==> config.mk <==
export PLATFORM = sky130hd
export DESIGN_NAME = spe_front
export DESIGN_NICKNAME = d
export VERILOG_FILES = /design/src/spe_pkg.sv /design/src/spe_front.sv
export SDC_FILE = /design/constraint.sdc
export NUM_CORES = 1
export LEC_CHECK = 0
export BUFFER_PORTS_ARGS = -buffer_cell sky130_fd_sc_hd__buf_2
export CAP_MARGIN = 20
export CORE_ASPECT_RATIO = 0.75
export CORE_MARGIN = 5
export CORE_UTILIZATION = 52
export CTS_BUF_LIST = sky130_fd_sc_hd__clkbuf_16
export DETAILED_ROUTE_END_ITERATION = 6
export PLACE_DENSITY = 0.79
export SYNTH_ARGS = -nofsm -noshare
export SYNTH_HDL_FRONTEND = slang
export SYNTH_SLANG_ARGS = --single-unit
==> constraint.sdc <==
create_clock -name clk -period 5.6 [get_ports clk]
set_clock_uncertainty 0.2 [all_clocks]
set_input_delay 1.12 -clock clk [delete_from_list [all_inputs] [get_ports clk]]
set_output_delay 1.12 -clock clk [all_outputs]
set_load 0.02 [all_outputs]
==> src/spe_pkg.sv <==
// shared types and constants for the sparse product expansion block
package spe_pkg;

  localparam int ROW_W   = 16;
  localparam int COL_W   = 16;
  localparam int VALUE_W = 32;
  localparam int PROD_W  = 64;
  localparam int MODE_W  = 2;
  localparam int ENTRY_W = ROW_W + COL_W + VALUE_W;

  localparam int DEF_STORE_DEPTH = 64;
  localparam int DEF_INDEX_BITS  = 16;

  localparam logic [MODE_W-1:0] MODE_CLEAR  = 2'd0;
  localparam logic [MODE_W-1:0] MODE_LOAD   = 2'd1;
  localparam logic [MODE_W-1:0] MODE_EXPAND = 2'd2;

  typedef enum logic [1:0] {
    OP_CLEAR,
    OP_LOAD,
    OP_EXPAND,
    OP_NONE
  } op_t;

  typedef struct packed {
    op_t                 op;
    logic [ROW_W-1:0]    row;
    logic [COL_W-1:0]    col;
    logic [VALUE_W-1:0]  value;
  } item_t;

endpackage

==> src/spe_front.sv <==
// front end: takes input items, classifies the mode and queues them
module spe_front (
  input  logic                            clk,
  input  logic                            rst,
  input  logic [spe_pkg::MODE_W-1:0]      mode,
  input  logic [spe_pkg::ROW_W-1:0]       entry_row,
  input  logic [spe_pkg::COL_W-1:0]       entry_col,
  input  logic signed [spe_pkg::VALUE_W-1:0] entry_value,
  input  logic                            item_valid,
  output logic                            item_ready,
  output spe_pkg::item_t                  q_item,
  output logic                            q_valid,
  input  logic                            q_pop
);
  import spe_pkg::*;

  localparam int Q_DEPTH = 2;

  item_t      slot [Q_DEPTH];
  logic       wp;
  logic       rp;
  logic [1:0] fill;
  logic [1:0] fill_next;
  item_t      cls;
  logic       push;
  logic       pop;

  // classify the mode; meaningless codes are swallowed here
  always_comb begin
    cls.row   = entry_row;
    cls.col   = entry_col;
    cls.value = entry_value;
    case (mode)
      MODE_CLEAR:  cls.op = OP_CLEAR;
      MODE_LOAD:   cls.op = OP_LOAD;
      MODE_EXPAND: cls.op = OP_EXPAND;
      default:     cls.op = OP_NONE;
    endcase
  end

  assign item_ready = (fill != 2'(Q_DEPTH));
  assign q_valid    = (fill != 2'd0);
  assign q_item     = slot[rp];
  assign push       = item_valid && item_ready && (cls.op != OP_NONE);
  assign pop        = q_pop && q_valid;

  always_comb begin
    fill_next = fill;
    if (push && !pop) begin
      fill_next = fill + 2'd1;
    end else if (pop && !push) begin
      fill_next = fill - 2'd1;
    end
  end

  always_ff @(posedge clk) begin
    if (push) begin
      slot[wp] <= cls;
    end
    if (rst) begin
      wp   <= 1'b0;
      rp   <= 1'b0;
      fill <= 2'd0;
    end else begin
      if (push) begin
        wp <= ~wp;
      end
      if (pop) begin
        rp <= ~rp;
      end
      fill <= fill_next;
    end
  end

endmodule

Word-level counts from Yosys, hierarchy flattened --
Memories as Yosys holds them, arrays and structs flattened. A register that Yosys moved wholly into a read port is not among the register bits. Index checks and enable logic that the tools add are counted.
Word-level totals: flip-flop bits (word level) 4, RAM bits 132, bits of input ports 70, output and inout bits 68, word-level logic and storage cells 29, memories kept 1
Cells by class: add/sub/neg operators 2, equality and inequality tests 4, multiplexer cells 7, bitwise logic cells 2, reductions and logical operators 10
Memories:
- slot | words 2, bits a word 66, read ports 1, clocked after Yosys merged registers in 1, wr ports 1, RTL line spe_front.sv:19 | item_t slot [Q_DEPTH];
Operator list (count):
- $pmux 2 s3 | 1
- $logic_and 1x1->1 | 5
- $mux 1 | 4
- $mux 2 | 2
- $ne 2x2->1 const B | 2
- $reduce_bool 2->1 | 2
- $add 2x1->2 const B | 1
- $eq 2x1->1 const B | 1
- $eq 2x2->1 const B | 1
- $logic_not 1->1 | 2
- $logic_not 2->1 | 1
- $not 1->1 | 2
- $sub 2x1->2 const B | 1

Logic depth before layout (Yosys ltp) --
Gate-level depths: netlist of run 1.
depth after elaboration 8, mapped depth 6, mapped depth without buffers 6

Worst setup path before layout of run 1 --
No wires, ideal clock.
path type input port to flip-flop, start point input mode[0] (netlist bit), end point memory slot[0][0] (netlist bit), enable pin, library setup time 498 ps, data arrival time 4326 ps, required time 4902 ps, slack 575 ps, stages 3, path buffers 0, cell sequence nand2_1 -> and3_4 -> nor2b_1
On the way: longest elaborated chain between the ends 6, elaborated cells between the ends (all ways) 8, classes of those cells 3 x eq/ne; 3 x mux; 2 x reduce/logical
RTL lines:
- from (decl) | RTL line spe_front.sv:5 | input logic [spe_pkg::MODE_W-1:0] mode,
- $eq 2x2->1 (tied with other cells) | RTL line spe_front.sv:33 | case (mode)
- $pmux 2 s3 * | RTL line spe_front.sv:33
- $ne 2x2->1 * | RTL line spe_front.sv:44 | assign push = item_valid && item_ready && (cls.op != OP_NONE);
- $logic_and 1x1->1 * | RTL line spe_front.sv:44
- via push | RTL line spe_front.sv:25 | logic push;
- $mux 1 * | RTL line spe_front.sv:57 | if (push) begin
- $mux 1 (implied by the code) * | RTL line spe_front.sv:58 | slot[wp] <= cls;
- to (decl) | RTL line spe_front.sv:19
Mark *: on every way through the listed nets, which the timed path passes. The rest lies on a longest branch.

==> results by group, run 1 <==
Yosys
  – Yosys top cell area share: 79.1%
  – Syn_area_per_cell: 21.6 sq um
  – Mapped Nets: 303
  – Netlist Area Pre-Place: 5010 sq um
  – Most frequent cell after synthesis: edfxtp_1
  – Fraction of the yosys area taken by sequential cells: 81.1%
  – Async set-reset flop share out of synthesis: 0%
  – Number of synthesized register bits: 137
  – Cell variety after synth: 20
  – Leading area contributor after synthesis: edfxtp_1
  – Post-synth top cells: edfxtp_1, mux2_2, dfxtp_1, buf_4, nor2_1
  – Post-synth EDFFs: 132
  – Primary FF master, synth: edfxtp_1
  – Synthesis Warnings: 0
  – Post-Syn Instances: 232
  – Ranking of synthesized cells by area: edfxtp_1, mux2_2, dfxtp_1, buf_4, xor2_1

Status
  – Status: finished, final reports clean

Power
  – Peak supply drop: 0.310 mV
  – LEAKAGE: 0.00241 uW
  – Power per cell area: 489 nW/um^2

STA
  – Fmax: 267 MHz
  – RSZ-0062 raised after global routing: false
  – Final Slew Violations: 0
  – Worst-Margin Slew: 0.994 ns
  – Relative slew slack: 33.8%
  – Tmin final: 3.75 ns
  – Final worst-path cycle share: 67.0%
  – Minimum hold slack: 0.302 ns
  – # setup viols final: 0
  – Hold Fails Final Rpt: 0
  – Post-Route Setup TNS: 0 ns

Floorplanning
  – Initial Util: 52.5%
  – Die Y-Extent: 95.0 microns
  – Core footprint: 9540 sq um
  – Cell Rows: 31
  – IO Pins: 138
  – Die width: 123 microns
  – Die footprint: 11,700 sq um

Clock network
  – Postcts setup bufs: 0
  – Root Driver: clkbuf_16
  – CTS resizes: 0
  – CTS tree: built
  – Clk sink count: 137
  – Cts bufs inserted: 17
  – H-tree depth: 4
  – Clock Path Buffers: 2
  – Reg clk slew, reported paths: 0.05 ns
  – Hold_buf cts: 0
  – Latest clock arrival within the worst-skew pair: 0.40 ns

Critical path
  – Critical R2R Launch: fill[0]
  – Slowest cell on crit path: dfxtp_2
  – R2R Setup Slk: 3.19 ns
  – WP data arrival: 2.43 ns
  – Setup crit end kind: primary output
  – Kind of critical path: flip-flop to primary output
  – Crit-path max FO: 42
  – CP Launch Type: flip-flop
  – Crit-path max cell delay: 0.98 ns
  – WP data required: 4.28 ns
  – Depth of the most critical reg-to-reg path: 4
  – Critical R2R Capture: slot[0][12]
  – Crit path cell chain: buf_4, mux2_2, buf_2

Min path
  – Hold Path Stages: 2
  – Worst hold path class: flip-flop to flip-flop
  – Worst hold start: rp

Drt
  – Final wirelength: 8.91 mm
  – DR vias/cell: 4.93
  – # DRC: 0
  – DR iter-0 viols: 153
  – Length of the first detailed-routing pass in iterations: 4
  – Final ANT Viol Nets: 0
  – DR WL/cell: 16.9 microns
  – Via count: 2,593

Global routing
  – Largest net degree at the start of global routing: 67
  – Vias in the first global route: 2,709
  – Gr ovfl total: 0
  – Initial antenna violation count: 1
  – Total GRT Usage: 15.6%
  – First-pass GRT wire length: 13.3 mm

Placement
  – DP Area: 5840 sq um
  – Number of I/O port buffers: 137
  – Post-DP HPWL: 5.86 mm
  – Gp weighted congestion: 0.723

Cells and area
  – Layout cells sized above 1: 61.2%
  – # diodes: 0
  – Finished Cell Area: 6400 sq um
  – Register area: 4070 sq um
  – Fillers: 669
  – Area taken by multi-input logic gates: 897 sq um
  – Util after Layout: 67.1%
  – Nets: 452
  – Area Growth Syn to Fin: 27.8%

Run
  – Max cap viols: 0
where the power goes:
part | leakage (uW) | internal [uW] | switching (uW)
registers | 0.00126 | 1270 | 75.8
logic | 0.000864 | 320 | 427
clock network | 0.000282 | 646 | 393
total | 0.00241 | 2240 | 895
through the flow:
stage	setup slack, ns	std cells	power, uW
finish	1.85	526	3130
detailed placement	2.25	494	2120
global route	1.71	526	3270
global placement	2.26	494	2110
CTS	1.79	526	3170
floorplan	0.575	232	1890
cells by family (layout without fill, tap and decap cells):
| group | Yosys count | count (layout) | synth area share [%] |
|---|---|---|---|
| DFF | 137 | 137 | 81.1 |
| AOI/OAI and AO/OA | 3 | 3 | 0.300 |
| buffers and inverters | 9 | 171 | 1.17 |
| muxes | 67 | 67 | 15.1 |
| xor gates and xnor gates | 3 | 3 | 0.525 |
| adders and majority gates | 1 | 1 | 0.250 |
| and+or+nand+nor | 12 | 12 | 1.50 |
cell usage in the layout (no fill, tap or decap), drive strengths merged, types with 2 or more instances in the layout:
master    count
clkinv        9
bufinv        2
nor2b         2
clkbuf       17
nor2          4
edfxtp      132
o21ai         2
inv           2
xor2          3
dfxtp         5
clkinvlp      2
buf         139
mux2         67
layout make-up:
type                            instances  area share [%]
Tap cell                              132            2.58
Clock buffer                           17            6.64
Multi-Input combinational cell         86            14.0
Timing Repair Buffer                  139            11.1
Sequential cell                       137            63.5
Clock inverter                         15            2.15
worst max-delay path, delay by kind of cell, from the launching register on:
kind	cells	cell delay (ns)
buffers and inverters	2	0.62
flip-flops	1	0.98
multiplexers	1	0.39
worst max-delay path by stage:
stage                      end  depth (start not counted)  slack [ns]
floorplan           slot[0][0]                          3        0.58
global route        q_item[43]                          3        1.71
CTS                 q_item[43]                          3        1.79
global placement    q_item[43]                          3        2.26
detailed placement  q_item[43]                          3        2.25
finish              q_item[43]                          3        1.85
sequential cells by signal, indices dropped and copies added, names as in the netlist, named ones only:
name  flops
rp        1
wp        1
slot    132
fill      2
layer usage:
layer	wire [microns]	part of all wire, %	track usage [%]
met5	7	0.079	0
met4	138	1.5	8.29
met3	979	11	6.95
met2	4220	47	23.3
met1	3560	40	19.1
No activity file was read; power rests on OpenSTA's default activity.
==> inputs of run 2 (changes only) <==
CORE_UTILIZATION = 47   (was 52)
PLACE_DENSITY = 0.76   (was 0.79)
clock period = 3.3 ns   (was 5.6 ns; I/O delays follow)
==> run 2 against run 1 <==
Net effect:
- register-to-register slack lost 1.8 ns
- sequential share of layout area shrank 0.41 points
- via count rose by 0.27%
- largest cell class unchanged
==> results by group, run 2 (synthesis gave the netlist of run 1 again) <==
STA
  – Relative slew slack: 68.7%
  – Tmin final: 2.56 ns
  – Final Slew Violations: 0
  – Final worst-path cycle share: 77.5%
  – Worst-Margin Slew: 0.469 ns
  – Fmax: 391 MHz
  – RSZ-0062 raised after global routing: false
  – Hold Fails Final Rpt: 0
  – # setup viols final: 0
  – Post-Route Setup TNS: 0 ns

Global routing
  – First-pass GRT wire length: 14.3 mm
  – Initial antenna violation count: 0
  – Most Crowded Layer GR: met2
  – Vias in the first global route: 2,896
  – GR Layer Usage met3: 6.49%
  – Largest net degree at the start of global routing: 36
  – M1 GR Usage: 18.2%
  – Total GRT Usage: 14.8%
  – Gr ovfl total: 0
  – Met2 Usage GRT: 23.5%

Floorplanning
  – Core footprint: 10,400 sq um
  – IO Pins: 138
  – Die Y-Extent: 99.4 microns
  – Cell Rows: 32
  – Die width: 129 microns
  – Die footprint: 12,800 sq um
  – Initial Util: 48.3%

Clock network
  – H-tree depth: 4
  – Root Driver: clkbuf_16
  – Clock Path Buffers: 2
  – Reg clk slew, reported paths: 0.06 ns
  – CTS tree: built
  – Cts bufs inserted: 17
  – CTS resizes: 0
  – Latest clock arrival within the worst-skew pair: 0.40 ns
  – Clk sink count: 137
  – Postcts setup bufs: 0
  – Hold_buf cts: 0

Placement
  – Post-DP HPWL: 6.05 mm
  – Gp weighted congestion: 0.711
  – DP Area: 5860 sq um
  – Number of I/O port buffers: 137

Drt
  – Final wirelength: 9.04 mm
  – Via count: 2,600
  – Length of the first detailed-routing pass in iterations: 4
  – # DRC: 0
  – DR vias/cell: 4.87
  – DR WL/cell: 16.9 microns
  – Final ANT Viol Nets: 0
  – DR iter-0 viols: 131

Power
  – Power per cell area: 837 nW/um^2
  – Clock Power Share: 34.0%
  – Peak supply drop: 0.580 mV
  – Internal power: 3870 uW
  – Sw frac: 28.2%
  – Sequential Power Share: 41.0%
  – Combinational share of power: 25.1%
  – Switching Power: 1520 uW
  – LEAKAGE: 0.00243 uW

Cells and area
  – Finished Cell Area: 6440 sq um
  – Max reg flops: 132
  – Nets: 456
  – Largest register by flop count: slot
  – Fillers: 757
  – # diodes: 0
  – Most common cell after layout, fill and taps aside: buf_2
  – Util after Layout: 62.2%
  – Layout cells sized above 1: 61.1%
  – Most frequent cells in the layout: buf_2, edfxtp_1, mux2_2
  – Area Growth Syn to Fin: 28.6%
  – Largest regs: slot: 132 flops, fill: 2 flops

Critical path
  – CP Launch Type: flip-flop
  – Depth of the most critical reg-to-reg path: 4
  – Setup crit end kind: primary output
  – Crit-path max FO: 34
  – Kind of critical path: flip-flop to primary output
  – WP data arrival: 1.70 ns
  – WP data required: 2.44 ns

Min path
  – Worst hold path class: input pin to flip-flop
  – Hold Path Stages: 1

Run
  – Max cap viols: 0

Status
  – Status: finished, final reports clean
==> run 2: cell types whose count changed in the layout (fill, tap and decap cells not counted), sizes merged <==
cell | previous run | this run
buf | 139 | 143
bufinv | 2 | 3
clkinv | 9 | 10
clkinvlp | 2 | 1
inv | 2 | 1
==> run 2: worst paths after layout <==
kind	start	end	slack, ns
setup / recovery	flip-flop	q_item[17]	0.74
hold / removal	entry_row[4]	slot[0][52]	0.24
setup reg to reg	fill[0]	slot[0][2]	1.39
hold reg to reg	rp	rp	0.30
==> run 2: worst max-delay path: stages (launching register included) <==
cell and delay (ns):
dfxtp_2 0.32, buf_4 0.39, mux2_2 0.41, buf_2 0.17
==> run 2: layout make-up <==
| class | instances | area [sq um] | share of cell area, % |
|---|---|---|---|
| flip-flops and latches | 137 | 4070 | 63.1 |
| multi-input cells | 86 | 896 | 13.9 |
| repair buffers | 143 | 731 | 11.3 |
| clock buffers | 17 | 425 | 6.60 |
| well taps | 136 | 170 | 2.64 |
| clock inverters | 15 | 158 | 2.45 |
==> run 2: metal layers <==
layer / up-vias / routed length, microns / part of all wire [%]
met1: 1262 / 3810 / 42
met4: 0 / 73 / 0.81
li1: 1226 / - / -
met3: 7 / 849 / 9.4
met5: - / 0 / 0
met2: 105 / 4310 / 48
==> run 2: power groups by stage <==
stage                     sequential, uW  combinational, uW  clock [uW]
after detailed placement            2250               1370           0
after global routing                2230               1450        1970
after floorplan                     2240                961           0
after CTS                           2210               1380        1870
after global placement              2230               1360           0
final                               2210               1350        1830
==> run 2: stage by stage <==
step                      hold WS (ns)  power [uW]  std cells  setup WS (ns)
after detailed placement         0.296        3620        502           1.08
after global placement           0.290        3590        502           1.13
final                            0.245        5390        534          0.742
after CTS                        0.227        5460        534          0.706
after global routing             0.221        5640        534          0.657
after floorplan                  0.272        3200        232        0.00851
